**src/hdl/ldfs_pkg.sv**
```systemverilog
// Shared constants and types for the LED driver frame serializer.
// No dependencies; imported by ldfs_store, led_driver_frame_serializer and the testbench.
package ldfs_pkg;

  localparam int FRAME_BYTES_DEF = 96;
  localparam int BYTE_W          = 8;
  localparam int INDEX_W         = 7;
  localparam int KIND_W          = 2;

  typedef enum logic [KIND_W-1:0] {
    KIND_LOAD  = 2'd0,
    KIND_START = 2'd1,
    KIND_TICK  = 2'd2
  } kind_t;

endpackage

```
**src/hdl/led_driver_frame_serializer.sv**
```systemverilog
// LED driver frame serializer: an accepted word's result appears in the next cycle. Throughput
// is one word per cycle unless stalled; each shift tick moves one frame bit out of an 8-bit
// shift register, refilled from the frame store's registered read port once every eight ticks.
// Reset (rst, synchronous, active high) clears the frame state and the output valid flag;
// the frame store itself is not cleared and holds garbage until loaded.
// Depends on ldfs_pkg and ldfs_store.
module led_driver_frame_serializer #(
  parameter int FRAME_BYTES = ldfs_pkg::FRAME_BYTES_DEF
) (
  input  logic                         clk,
  input  logic                         rst,
  input  logic                         in_valid,
  output logic                         in_ready,
  input  logic [ldfs_pkg::KIND_W-1:0]  kind,
  input  logic [ldfs_pkg::INDEX_W-1:0] byte_index,
  input  logic [ldfs_pkg::BYTE_W-1:0]  byte_value,
  input  logic                         control_frame,
  output logic                         out_valid,
  input  logic                         out_ready,
  output logic                         serial_bit,
  output logic                         bit_valid,
  output logic                         last_bit,
  output logic                         latch_pulse,
  output logic                         busy_res
);
  import ldfs_pkg::*;

  localparam int ADDR_W   = $clog2(FRAME_BYTES);
  localparam int SLOT_W   = $clog2(FRAME_BYTES + 1);
  localparam int POS_W    = $clog2(FRAME_BYTES * 8 + 1);
  localparam logic [POS_W-1:0]  LAST_POS  = POS_W'(FRAME_BYTES * 8);
  localparam logic [SLOT_W-1:0] TOP_SLOT  = SLOT_W'(FRAME_BYTES - 1);
  localparam logic [SLOT_W-1:0] HALF_SLOT = SLOT_W'(FRAME_BYTES / 2);
  localparam logic [SLOT_W-1:0] END_SLOT  = SLOT_W'(FRAME_BYTES);
  localparam logic [ADDR_W-1:0] HALF_TOP  = ADDR_W'(FRAME_BYTES / 2 - 1);
  localparam logic [INDEX_W:0]  INDEX_END = (INDEX_W + 1)'(FRAME_BYTES);

  logic                sending, sending_next;
  logic                latch_pending, latch_pending_next;
  logic                frame_is_control, frame_is_control_next;
  logic [POS_W-1:0]    pos, pos_next;
  logic [SLOT_W-1:0]   next_slot, next_slot_next;
  logic [BYTE_W-1:0]   shreg, shreg_next;
  logic [ADDR_W-1:0]   fetch_idx, fetch_idx_next;
  logic [BYTE_W-1:0]   rd_data;

  logic accept, busy, byte_end, zero_slot, wr_en;
  logic res_bit, res_valid, res_last, res_latch;
  logic [SLOT_W-1:0] slot_inc;

  // Store index of the byte sent in a given slot of the frame.
  function automatic logic [ADDR_W-1:0] slot_index(input logic [SLOT_W-1:0] slot,
                                                   input logic ctrl);
    logic [SLOT_W-1:0] diff;
    diff = TOP_SLOT - slot;
    if (slot >= END_SLOT) begin
      return '0;
    end else if (ctrl && slot == '0) begin
      return HALF_TOP;
    end else begin
      return ADDR_W'(diff);
    end
  endfunction

  assign in_ready = !out_valid || out_ready;
  assign accept   = in_valid && in_ready;
  assign busy     = sending || latch_pending;
  // The flag bit and the last bit of every byte except the final one are followed by a fresh byte.
  assign byte_end  = (pos[2:0] == 3'd0) && (pos != LAST_POS);
  assign zero_slot = frame_is_control && (next_slot != '0) && (next_slot <= HALF_SLOT);
  assign slot_inc  = next_slot + 1'b1;
  assign wr_en     = accept && (kind == KIND_LOAD) && !busy
                     && ({1'b0, byte_index} < INDEX_END);

  ldfs_store #(
    .FRAME_BYTES(FRAME_BYTES),
    .ADDR_W     (ADDR_W)
  ) u_store (
    .clk    (clk),
    .wr_en  (wr_en),
    .wr_addr(ADDR_W'(byte_index)),
    .wr_data(byte_value),
    .rd_addr(fetch_idx_next),
    .rd_data(rd_data)
  );

  always_comb begin
    sending_next          = sending;
    latch_pending_next    = latch_pending;
    frame_is_control_next = frame_is_control;
    pos_next              = pos;
    next_slot_next        = next_slot;
    shreg_next            = shreg;
    fetch_idx_next        = fetch_idx;
    res_bit               = 1'b0;
    res_valid             = 1'b0;
    res_last              = 1'b0;
    res_latch             = 1'b0;
    if (accept) begin
      unique case (kind)
        KIND_LOAD: begin
        end
        KIND_START: begin
          if (!busy) begin
            sending_next          = 1'b1;
            pos_next              = '0;
            frame_is_control_next = control_frame;
            next_slot_next        = '0;
            fetch_idx_next        = slot_index('0, control_frame);
          end
        end
        KIND_TICK: begin
          if (sending) begin
            res_bit   = (pos == '0) ? frame_is_control : shreg[BYTE_W-1];
            res_valid = 1'b1;
            if (pos == LAST_POS) begin
              res_last           = 1'b1;
              sending_next       = 1'b0;
              latch_pending_next = 1'b1;
              pos_next           = '0;
            end else begin
              pos_next = pos + 1'b1;
            end
            if (byte_end) begin
              shreg_next     = zero_slot ? '0 : rd_data;
              next_slot_next = slot_inc;
              fetch_idx_next = slot_index(slot_inc, frame_is_control);
            end else begin
              shreg_next = {shreg[BYTE_W-2:0], 1'b0};
            end
          end else if (latch_pending) begin
            res_latch          = 1'b1;
            latch_pending_next = 1'b0;
          end
        end
        default: begin
        end
      endcase
    end
  end

  always_ff @(posedge clk) begin
    if (rst) begin
      sending          <= 1'b0;
      latch_pending    <= 1'b0;
      frame_is_control <= 1'b0;
      pos              <= '0;
      next_slot        <= '0;
      out_valid        <= 1'b0;
    end else begin
      sending          <= sending_next;
      latch_pending    <= latch_pending_next;
      frame_is_control <= frame_is_control_next;
      pos              <= pos_next;
      next_slot        <= next_slot_next;
      if (in_ready) begin
        out_valid <= in_valid;
      end
    end
  end

  always_ff @(posedge clk) begin
    shreg     <= shreg_next;
    fetch_idx <= fetch_idx_next;
    if (accept) begin
      serial_bit  <= res_bit;
      bit_valid   <= res_valid;
      last_bit    <= res_last;
      latch_pulse <= res_latch;
      busy_res    <= sending_next || latch_pending_next;
    end
  end

`ifndef NO_ASSERTIONS
  a_state_exclusive: assert property (@(posedge clk) disable iff (rst)
    !(sending && latch_pending))
    else $error("frame sending and latch pending at the same time");

  a_pos_range: assert property (@(posedge clk) disable iff (rst)
    sending |-> (pos <= LAST_POS))
    else $error("bit position ran past the end of the frame");

  a_last_then_latch: assert property (@(posedge clk) disable iff (rst)
    (accept && res_last) |=> (latch_pending && !sending))
    else $error("final bit did not arm the latch pulse");

  a_latch_word: assert property (@(posedge clk) disable iff (rst)
    (out_valid && latch_pulse) |-> (!bit_valid && !busy_res))
    else $error("latch word carries a data bit or reports busy");
`endif

endmodule

```
**src/hdl/ldfs_store.sv**
```systemverilog
// Frame byte store: one write port, one read port with registered read data.
// Depends on ldfs_pkg for the byte width.
module ldfs_store #(
  parameter int FRAME_BYTES = ldfs_pkg::FRAME_BYTES_DEF,
  parameter int ADDR_W      = $clog2(FRAME_BYTES)
) (
  input  logic                       clk,
  input  logic                       wr_en,
  input  logic [ADDR_W-1:0]          wr_addr,
  input  logic [ldfs_pkg::BYTE_W-1:0] wr_data,
  input  logic [ADDR_W-1:0]          rd_addr,
  output logic [ldfs_pkg::BYTE_W-1:0] rd_data
);
  import ldfs_pkg::*;

  logic [BYTE_W-1:0] mem [FRAME_BYTES];

  always_ff @(posedge clk) begin
    if (wr_en) begin
      mem[wr_addr] <= wr_data;
    end
    rd_data <= mem[rd_addr];
  end

endmodule

```
**config.mk**
```make
export PLATFORM = sky130hd
export DESIGN_NAME = led_driver_frame_serializer
export DESIGN_NICKNAME = d
export VERILOG_FILES = /design/src/hdl/ldfs_pkg.sv /design/src/hdl/led_driver_frame_serializer.sv /design/src/hdl/ldfs_store.sv
export SDC_FILE = /design/constraint.sdc
export NUM_CORES = 1
export LEC_CHECK = 0
export BUFFER_PORTS_ARGS = -buffer_cell sky130_fd_sc_hd__buf_2
export CAP_MARGIN = 30
export CORE_UTILIZATION = 40
export DETAILED_ROUTE_END_ITERATION = 6
export SYNTH_ARGS = -nofsm -noshare
export SYNTH_HDL_FRONTEND = slang
export SYNTH_SLANG_ARGS = --single-unit
```
**constraint.sdc**
```tcl
create_clock -name clk -period 3.92 [get_ports clk]
set_input_delay 0.784 -clock clk [delete_from_list [all_inputs] [get_ports clk]]
set_output_delay 0.784 -clock clk [all_outputs]
set_load 0.1 [all_outputs]
```
* Yosys cells after proc, flatten, opt, wreduce, memory -nomap -nowiden
Memory sizes are Yosys's and may differ from the RTL's. A register that Yosys moved wholly into a read port is not among the register bits.
Cells that the tools add are included.
** Word-level totals
- Memories kept :: 1
- RAM bits :: 768
- Flip-flop bits (word level) :: 41
- Logic and storage cells :: 90
- Latch bits :: 0
- Bits in read-only memories :: 0
** Cells by class
- Muxes and demuxes :: 33
- Multipliers :: 0
- Bitwise gates (word level) :: 3
- Reductions and logical operators :: 26
- Equal/unequal tests :: 7
- Divide/modulo/power cells :: 0
- Add/subtract/negate cells :: 3
- Order comparisons :: 3
- Shift-type cells :: 0
** Memory list
- u_store.mem :: words 96, width 8, read ports 1, clocked after memory_dff 1, write ports 1, line ldfs_store.sv:16 : logic [BYTE_W-1:0] mem [FRAME_BYTES];
** Operator list (number)
- $mux W7 :: 10
- $mux W10 :: 3
- $pmux W7 S2 :: 2
- $pmux W10 S2 :: 1
- $mux W8 :: 2
- $mux W1 :: 14
- $add A10 B1 Y10 const B :: 1
- $eq A10 B10 Y1 const B :: 1
- $logic_not A10 Y1 :: 1
- $ne A10 B10 Y1 const B :: 1
- $logic_and A1 B1 Y1 :: 8
- $add A7 B1 Y7 const B :: 1
- $ge A7 B7 Y1 const B :: 1
- $le A7 B6 Y1 const B :: 1
- $logic_not A7 Y1 :: 1
- $lt A7 B7 Y1 const B :: 1
- $reduce_bool A7 Y1 :: 1
- $sub A7 B7 Y7 const A :: 1
- $ne A2 B2 Y1 const B :: 3
- $reduce_and A3 Y1 :: 2
- $reduce_and A5 Y1 :: 1
- $reduce_and A4 Y1 :: 1
- $reduce_or A2 Y1 :: 2
- $logic_not A3 Y1 :: 1
- other kinds (9) :: 14

* Logic depth before layout (Yosys ltp)
Gate-level depths: netlist (run 1).
- Word-level depth :: 9
- Gate-level depth with buffers :: 19

* Cells and area by module
Synthesis (run 1) repeated with hierarchy kept, for this count alone.
** Second synthesis, totals
- Cells, all modules :: 1700
- Area, all modules :: 32386.1 um^2
** By module, submodules not included
- ldfs_store :: cells an instance 1437, instances 1, area each 30067.6 um^2
- led_driver_frame_serializer :: cells an instance 263, instances 1, area each 2318.5 um^2

* Worst setup path before layout (run 1)
Ideal clock, no wire load.
- Kind :: register to register
- Start point :: register out_valid
- End point :: register u_store.rd_data[3] in the netlist's numbering (read register of u_store.mem)
- Data arrival time :: 4.069 ns
- Cell stages (with the launch flop) :: 15
- Clock period less this slack :: 4.189 ns
- Path buffers :: 2
- Library setup time :: 0.120 ns
- Slack :: -0.269 ns
- Path through :: dfxtp_1 -> nor2b_1 -> inv_1 -> nand2_1 -> nor4_4 -> nand3_2 -> and2_1 -> buf_6 -> inv_4 -> buf_6 -> mux2_2 -> mux4_2 -> o32ai_1 -> nor4_1 -> a211o_1
** On the way
- Cells in the longest elaborated chain, start to end :: 4
** Ends and longest elaborated chain
- start: declaration :: line led_driver_frame_serializer.sv:18 : output logic out_valid,
- start signal: assignment :: line led_driver_frame_serializer.sv:157 : out_valid <= in_valid;
- $logic_not A1 Y1 :: line led_driver_frame_serializer.sv:65 : assign in_ready = !out_valid || out_ready;
- $logic_or A1 B1 Y1 :: line led_driver_frame_serializer.sv:65
- via in_ready :: line led_driver_frame_serializer.sv:13 : output logic in_ready,
- $logic_and A1 B1 Y1 :: line led_driver_frame_serializer.sv:66 : assign accept = in_valid && in_ready;
- $mux W7 :: line led_driver_frame_serializer.sv:99 : if (accept) begin
- end: declaration :: line ldfs_store.sv:12 : output logic [ldfs_pkg::BYTE_W-1:0] rd_data
The timed path passes the listed nets, and every way through them passes these cells.
A chain may end at the register's enable or synchronous reset.

* Worst setup path in the final report (run 1)
- Start point :: register next_slot[1]
- End point :: register u_store.rd_data[5] in the netlist's numbering (read register of u_store.mem)
** On the way
- Cells in the longest elaborated chain, start to end :: 9
** Ends and longest elaborated chain
- start: declaration :: line led_driver_frame_serializer.sv:42 : logic [SLOT_W-1:0] next_slot, next_slot_next;
- start signal: assignment :: line led_driver_frame_serializer.sv:155 : next_slot <= next_slot_next;
- $add A7 B1 Y7 * :: line led_driver_frame_serializer.sv:71 : assign slot_inc = next_slot + 1'b1;
- branches (longest 3 deep; another with $sub A7 B7 Y7)
- $mux W7 * :: line led_driver_frame_serializer.sv:56 : if (slot >= END_SLOT) begin
- $mux W7 * :: line led_driver_frame_serializer.sv:124 : if (byte_end) begin
- $mux W7 * :: line led_driver_frame_serializer.sv:113 : if (sending) begin
- $pmux W7 S2 * :: line led_driver_frame_serializer.sv:100 : unique case (kind)
- $mux W7 * :: line led_driver_frame_serializer.sv:99
Every way passes the cells marked *.

==> results of run 1 <==
==> through the flow <==
stage | setup slack [ps] | hold slack [ps] | cells | util
after global placement | -969 | 501 | 3581 | 0.445
after global routing | -10.1 | 481 | 3751 | 0.487
after CTS | 22.1 | 446 | 3742 | 0.481
after detailed placement | -953 | 511 | 3584 | 0.445
final | 73.0 | 480 | 3751 | 0.487
after floorplan | 29.0 | 460 | 2338 | -
==> what timing repair did <==
| action | CTS | global route |
|---|---|---|
| pin swaps | 3 | 9 |
| hold buffers | 0 | 0 |
| setup endpoints to repair | 8 | 8 |
| buffers inserted | 1 | 3 |
| gates cloned | 1 | 6 |
| gates resized for setup | 25 | 78 |
==> flip-flops by register name (all words and copies together) (netlist names) <==
register / count
u_store.mem: 768
pos: 10
shreg: 8
u_store.rd_data: 8
fetch_idx: 7
next_slot: 7
bit_valid: 1
busy_res: 1
frame_is_control: 1
last_bit: 1
latch_pending: 1
latch_pulse: 1
out_valid: 1
sending: 1
serial_bit: 1
==> cell type report <==
class / instances / area share
repair buffers: 344 / 0.0740
inverters: 20 / 0.00270
flip-flops and latches: 817 / 0.606
well taps: 1070 / 0.0336
multi-input cells: 1339 / 0.213
repair inverters: 5 / 0.00166
clock buffers: 106 / 0.0587
clock inverters: 50 / 0.00998
==> worst min-delay path, stage by stage <==
cell and delay, ps:
buf_2 90, buf_4 100, nor2_1 40, nor2_1 60
==> report_power, final <==
group | leakage (nW) | switching (mW) | internal, mW
logic | 5.18 | 2.45 | 1.56
clock network | 1.33 | 3.41 | 4.51
registers | 7.32 | 0.0601 | 9.63
==> metal layers <==
layer  up-vias  GRT usage
met5         -          0
met4         4     0.0655
met3       168     0.0412
met2      1010      0.354
met1     11000      0.306
li1       9575          -
==> synth_stat cells, types with 55 or more instances <==
cell and number:
nor2_1 139, nand2_1 421, and3_1 106, nand3_1 69, mux2i_1 67, edfxtp_1 781
a32oi_1 64, clkbuf_1 84, a211oi_1 82, a311oi_1 80, buf_2 55
==> cell families after synthesis <==
logic type,after synthesis,share of synthesized area
buffers and inverters,182,0.0252
xor gates and xnor gates,13,0.00345
DFF,817,0.732
AOI/OAI and AO/OA,369,0.0853
and+or+nand+nor,840,0.114
adders and majority gates,9,0.00341
muxes,108,0.0370
==> worst paths after layout <==
kind	from	end	slack, ps	cells after the start
max	next_slot[1]	u_store.rd_data[5]	70	15
max reg2reg	next_slot[1]	u_store.rd_data[5]	70	15
min	in_valid	out_valid	480	4
min reg2reg	next_slot[6]	next_slot[6]	530	2
==> run summary, run 1 <==
aggregate global-route resource usage: 0.221
count of pins over their slew limit: 0
most used cell, CP: nand3_2
Sequential Area: 0.0242 mm2
# IOs: 29
area of the multi-input gates: 0.00850 mm2
Cell variety after synth: 55
chip height: 289 um
Setup Viol. Count Final: 0
vias per inst: 5.79
met2 wire length: 44.0 mm
Die W: 289 um
Tightest Pin Transition: 941 ps
Die ar.: 0.0837 mm2
Post-Route WL: 94.5 mm
H-tree depth: 3
vias in the first global route: 21500
Setup CP Type: reg2reg
EDFF count, synth: 781
Final GP Congestion: 0.889
CP Data Required Time: 4440 ps
worst vdd ir: 0.360 mV
CP max FO: 7
CTS root buf: clkbuf_16
Worst path max stage delay: 520 ps
Syn Area/Cell: 14.1 um2
routed wl met3: 7.92 mm
Lkg Pwr: 13.8 nW
layout cells sized above 1: 0.219
cts bufs inserted: 84
top layer in use: met5
synthesized flop and latch total: 817
Syn Inst Count: 2338
slew margin rel.: 0.370
maximum clock path buffer count: 3
TritonRoute pass-1 iters: 6
fillers: 6951
antenna diode count: 0
Cell Area, Synth: 0.0330 mm2
Setup crit start kind: register
Worst setup EP type: register
clk_skew: 36.3 ps
first-pass GRT wire length: 137 mm
Met1 Wirelength: 40.1 mm
row count: 105
placed cell areas: 0.0365 mm2
critical path data arrival time: 4370 ps
Clock transition at path regs: 60 ps
hpwl dp: 57.5 mm
Final Power: 21.6 mW
post-synth top area cell: edfxtp_1
cell family with most CP delay: simple AND/OR/NAND/NOR gates
Post-Synthesis Net Count: 2369
wire length per cell: 25.2 um
Port Buffers: 28
commonest non-fill, non-tap cell in the layout: edfxtp_1
Clock Latency Late Sink: 650 ps
Yosys warning total: 0
Core Area: 0.0818 mm2
CP max stage cell: mux4_2
initial antenna violation count: 2
largest net degree at the start of global routing: 113
maxcap violations: 0
pwr dens: 542 mW/mm2
outcome: completed
fmax: 260 MHz
grt total ovfl: 0
final worst path period share: 0.981
Final min period: 3850 ps
dominant cells by area after synthesis: edfxtp_1, nand2_1, dfxtp_1
initial drt markers: 2520
Async SR Flop Fraction: 0
via total after detailed routing: 21700
Hold Path Class: in2reg
Synth top area share: 0.710
post-synthesis sequential area ratio: 0.732
CTS sink cnt: 817
DRC viols: 0
crit path buf inv count: 3
worst path cell trace: nand3_2 > or2_4 > xnor2_2 > ha_4 > nor4_4 > nand3_2 > and2_4 > clkinv_8 > mux2_2 > mux4_2 > o32ai_2 > buf_4 > nor4_1 > buf_2 > a211o_1
final hold violation count: 0
synth-to-layout area growth: 20.7%
Antenna Violating Nets Remaining: 0
Initial Utilization: 0.404
Nets: 2642
Synth Flop Type: edfxtp_1
CTS tree: yes
fin area: 0.0399 mm2
setup tns final: 0 ps
most frequent cells in the layout: edfxtp_1, nand2_1, buf_4
No activity file was read; power rests on OpenSTA's default activity.
==> inputs of run 2 (changes only) <==
--- a/config.mk
+++ b/config.mk
@@ -7,8 +7,11 @@
 export LEC_CHECK = 0
 export BUFFER_PORTS_ARGS = -buffer_cell sky130_fd_sc_hd__buf_2
 export CAP_MARGIN = 30
+export CELL_PAD_IN_SITES_DETAIL_PLACEMENT = 1
+export CELL_PAD_IN_SITES_GLOBAL_PLACEMENT = 1
 export CORE_UTILIZATION = 40
 export DETAILED_ROUTE_END_ITERATION = 6
+export PLACE_DENSITY_LB_ADDON = 0.1
 export SYNTH_ARGS = -nofsm -noshare
 export SYNTH_HDL_FRONTEND = slang
 export SYNTH_SLANG_ARGS = --single-unit
==> run summary, run 2 (synthesized netlist as in run 1, its figures left out) <==
H-tree depth: 3
CP Data Required Time: 4450 ps
worst path cell trace: ha_2 > nand3_2 > nor2_2 > xnor2_2 > ha_4 > nor4_4 > buf_4 > a21oi_4 > and2_4 > clkinv_8 > buf_12 > buf_16 > buf_16 > a211oi_1 > a311oi_2 > o32ai_4 > nor4_4 > a211o_1
Hold Buf Count CTS: 0
# IOs: 29
aggregate global-route resource usage: 0.250
final worst path period share: 0.990
CTS root buf: clkbuf_16
Die W: 289 um
Hold Path Class: in2reg
TritonRoute pass-1 iters: 5
Final GP Congestion: 0.846
Initial Utilization: 0.404
grt total ovfl: 0
clk_skew: 18.6 ps
Die ar.: 0.0837 mm2
met2 Usage GRT: 0.409
Port Buffers: 28
Critical path origin: next_slot[0]
reg2reg start: next_slot[0]
Regs by FF count: u_store.mem (768), pos (10)
maxcap violations: 0
hpwl dp: 66.6 mm
final hold violation count: 0
initial antenna violation count: 1
largest net degree at the start of global routing: 73
min-delay src: in_valid
row count: 105
Placed Cells: 3616
CTS sink cnt: 817
fin area: 0.0411 mm2
via total after detailed routing: 21800
synth-to-layout area growth: 24.6%
met3 GRT Util: 0.0293
initial drt markers: 1862
Setup CP Type: reg2reg
slew margin rel.: 0.379
wire length per cell: 27.9 um
non-filler cells, final: 3806
chip height: 289 um
pwr dens: 557 mW/mm2
maximum clock path buffer count: 3
Final Power: 22.9 mW
Tightest Pin Transition: 908 ps
placed cell areas: 0.0368 mm2
layout cells sized above 1: 0.248
worst vdd ir: 0.376 mV
gr busiest metal: met2
Final min period: 3880 ps
Clock transition at path regs: 60 ps
CP max FO: 11
Nets: 2691
Clock Latency Late Sink: 650 ps
Antenna Violating Nets Remaining: 0
vias in the first global route: 22600
largest register by flop count: u_store.mem
DRC viols: 0
Worst setup EP type: register
Setup Viol. Count Final: 0
Lkg Pwr: 14.4 nW
Core Area: 0.0818 mm2
critical path data arrival time: 4410 ps
grt met1 use: 0.341
vias per inst: 5.74
CP max stage cell: a211oi_1
count of pins over their slew limit: 0
first-pass GRT wire length: 152 mm
Hold WS: 480 ps
outcome: completed
fillers: 8034
most frequent cells in the layout: edfxtp_1, nand2_1, buf_4
Worst path max stage delay: 380 ps
CTS tree: yes
max reg flops: 768
fmax: 258 MHz
Setup crit start kind: register
cts bufs inserted: 91
commonest non-fill, non-tap cell in the layout: edfxtp_1
Post-Route WL: 106 mm
==> run 2: through the flow <==
step | setup TNS [ps] | util | worst slack [ps]
after floorplan | 0 | - | 29.0
after global placement | -6760 | 0.449 | -1150
after detailed placement | -6390 | 0.450 | -993
after CTS | 0 | 0.493 | 18.1
after global routing | -428 | 0.503 | -92.6
final | 0 | 0.503 | 37.8
==> run 2: power by group <==
| group | switching [mW] | internal [mW] | total (mW) |
|---|---|---|---|
| registers | 0.0584 | 9.63 | 9.69 |
| clock network | 3.56 | 5.11 | 8.67 |
| logic | 2.73 | 1.82 | 4.55 |
==> run 2: cell type report <==
cell class              instances  area (um2)  area share
diodes                          1        2.50   0.0000608
clock buffers                 108        2430      0.0591
clock inverters                60         613      0.0149
inverters                      20        93.8     0.00228
multi-input cells            1339        8810       0.214
flip-flops and latches        817       24200       0.588
well taps                    1070        1340      0.0325
repair buffers                389        3640      0.0884
repair inverters                2        32.5    0.000791
==> run 2: path summary, 6_finish.rpt <==
check	end	slack (ps)	depth (start not counted)
worst min register to register	next_slot[0]	530	2
worst max-delay path	u_store.rd_data[7]	40	18
worst max register to register	u_store.rd_data[7]	40	18
worst min-delay path	out_valid	480	4
==> run 2: timing repair <==
item,in CTS,in global routing
hold endpoints to repair,0,0
cloned,3,10
endpoints found under the setup margin,8,8
resized for setup,71,93
pin swaps,10,22
buffers inserted,1,6
==> run 2: worst max-delay path: cells and delay by family, from the launching register on <==
| family | cells | cell delay [ps] |
|---|---|---|
| compound gates | 5 | 1330 |
| flops | 1 | 360 |
| xor+xnor | 1 | 160 |
| fa+ha+maj | 2 | 400 |
| buf+inv | 5 | 780 |
| simple gates | 5 | 700 |
==> run 2: per-layer routing <==
layer / vias to the layer above / share of wire
met5: - / 0.00012
met4: 2 / 0.038
met3: 178 / 0.048
met2: 601 / 0.48
met1: 11400 / 0.43
li1: 9670 / -
==> inputs of run 3 (changes only) <==
--- a/config.mk
+++ b/config.mk
@@ -6,11 +6,12 @@
 export NUM_CORES = 1
 export LEC_CHECK = 0
 export BUFFER_PORTS_ARGS = -buffer_cell sky130_fd_sc_hd__buf_2
-export CAP_MARGIN = 30
+export CAP_MARGIN = 15
 export CELL_PAD_IN_SITES_DETAIL_PLACEMENT = 1
 export CELL_PAD_IN_SITES_GLOBAL_PLACEMENT = 1
 export CORE_UTILIZATION = 40
 export DETAILED_ROUTE_END_ITERATION = 6
+export MAX_ROUTING_LAYER = met4
 export PLACE_DENSITY_LB_ADDON = 0.1
 export SYNTH_ARGS = -nofsm -noshare
 export SYNTH_HDL_FRONTEND = slang
==> run summary, run 3 (synthesized netlist as in run 1, its figures left out) <==
Critical path origin: next_slot[0]
first-pass GRT wire length: 152 mm
internal reg-to-reg setup slack: 80 ps
largest net degree at the start of global routing: 73
max reg flops: 768
Final min period: 3840 ps
antenna diode count: 0
row count: 105
CTS sink cnt: 817
Post-Route WL: 105 mm
Lkg Pwr: 14.2 nW
NetSw: 6.23 mW
Regs by FF count: u_store.mem (768), pos (10)
Worst path max stage delay: 370 ps
Worst setup EP type: register
Final Power: 22.7 mW
worst r2r dst: u_store.rd_data[4]
reg2reg start: next_slot[0]
CP max FO: 10
count of pins over their slew limit: 0
Clock power frac: 0.380
pwr dens: 557 mW/mm2
# IOs: 29
Port Buffers: 28
synth-to-layout area growth: 23.5%
final hold violation count: 0
CTS root buf: clkbuf_16
R2R cell count: 19
outcome: completed
critical path data arrival time: 4370 ps
most frequent cells in the layout: edfxtp_1, nand2_1, buf_4
largest register by flop count: u_store.mem
final worst path period share: 0.980
DRC viols: 0
via total after detailed routing: 21700
crit path to: u_store.rd_data[4]
Core Area: 0.0818 mm2
H-tree depth: 3
maxcap violations: 0
most used cell, CP: buf_4
Setup crit start kind: register
Clock Latency Late Sink: 640 ps
chip height: 289 um
CTS tree: yes
sw frac: 0.274
slew margin rel.: 0.251
Tightest Pin Transition: 1120 ps
fmax: 260 MHz
aggregate global-route resource usage: 0.258
worst vdd ir: 0.522 mV
commonest non-fill, non-tap cell in the layout: edfxtp_1
Sequential Power Share: 0.427
Die W: 289 um
initial antenna violation count: 0
Clock transition at path regs: 60 ps
wire length per cell: 27.8 um
TritonRoute pass-1 iters: 5
initial drt markers: 1722
Initial Utilization: 0.404
Hold Path Class: in2reg
cts bufs inserted: 92
Final GP Congestion: 0.859
hpwl dp: 66.7 mm
worst path cell trace: ha_4 > nand3_4 > nor2_4 > xnor2_2 > ha_4 > nor4_4 > buf_4 > a21oi_4 > and2_4 > clkinv_8 > buf_12 > buf_4 > clkbuf_16 > a211oi_1 > buf_4 > a311oi_1 > nor3_2 > nor4_2 > a211o_1
CP Data Required Time: 4450 ps
Setup CP Type: reg2reg
crit path buf inv count: 6
fillers: 7980
setup tns final: 0 ps
Die ar.: 0.0837 mm2
maximum clock path buffer count: 3
clk_skew: 24.5 ps
layout cells sized above 1: 0.236
Comb pwr share: 0.193
CP max stage cell: dfxtp_4
vias per inst: 5.73
Setup Viol. Count Final: 0
grt total ovfl: 0
CP Depth: 19
Int Pwr: 16.5 mW
Nets: 2685
Antenna Violating Nets Remaining: 0
cell family with most CP delay: simple AND/OR/NAND/NOR gates
vias in the first global route: 22700
-- run 3: final cells by class --
type	instances	area (um2)	share of cell area
Timing Repair inverter	1	8.76	0.000215
Sequential cell	817	24200	0.593
Tap cell	1070	1340	0.0328
Clock inverter	58	611	0.0150
Timing Repair Buffer	383	3470	0.0850
Inverter	20	93.8	0.00230
Multi-Input combinational cell	1339	8680	0.213
Clock buffer	107	2400	0.0589
-- run 3: worst reg2reg max path, delay by kind of cell (launching register included) --
family / cells / cell delay [ps]
AND/OR/NAND/NOR: 6 / 990
adder cells (fa/ha/maj): 2 / 400
AO/OA/AOI/OAI: 4 / 780
XOR/XNOR: 1 / 250
buffers and inverters: 6 / 950
flip-flops: 1 / 370
-- run 3: power groups by stage --
stage | Combinational (mW) | Sequential (mW) | Clock, mW
2_1_floorplan | 1.97 | 9.86 | 0
4_1_cts | 4.14 | 9.69 | 8.82
5_1_grt | 4.63 | 9.69 | 9.08
6_report | 4.38 | 9.69 | 8.64
3_3_place_gp | 3.87 | 9.88 | 0
3_5_place_dp | 3.91 | 9.88 | 0
-- run 3: how the worst min path moves through the flow --
stage	depth (start not counted)	slack [ps]	startpoint	end
final	4	470	in_valid	out_valid
after global routing	2	480	rst	latch_pending
after CTS	3	440	control_frame	frame_is_control
after detailed placement	2	530	fetch_idx[5]	fetch_idx[5]
after global placement	2	500	fetch_idx[5]	fetch_idx[5]
after floorplan	2	460	next_slot[6]	next_slot[6]
-- run 3: repair_timing --
action | CTS | global route
buffers inserted | 0 | 9
hold buffers | 0 | 0
endpoints found under the setup margin | 8 | 8
pin swaps | 9 | 17
gates cloned | 2 | 7
gates resized for setup | 68 | 69
-- run 3: per-layer routing --
metal / share of wire / routed length, um / vias up / global-route usage
li1: - / - / 9656 / -
met1: 0.43 / 45800 / 11300 / 0.336
met2: 0.48 / 50900 / 567 / 0.409
met3: 0.047 / 4980 / 188 / 0.0364
met4: 0.036 / 3750 / 0 / 0.0950
met5: 0 / 0 / - / -
-- run 3: per-stage QoR --
stage / std cells / util / setup slack [ps] / hold slack (ps) / area, um2
final: 3795 / 0.498 / 79.6 / 469 / 40800
after detailed placement: 3614 / 0.449 / -1060 / 526 / 36800
after global placement: 3614 / 0.449 / -1150 / 500 / 36800
after floorplan: 2338 / - / 29.0 / 460 / 33000
after CTS: 3781 / 0.492 / 11.6 / 437 / 40300
after global routing: 3795 / 0.498 / -25.9 / 482 / 40800
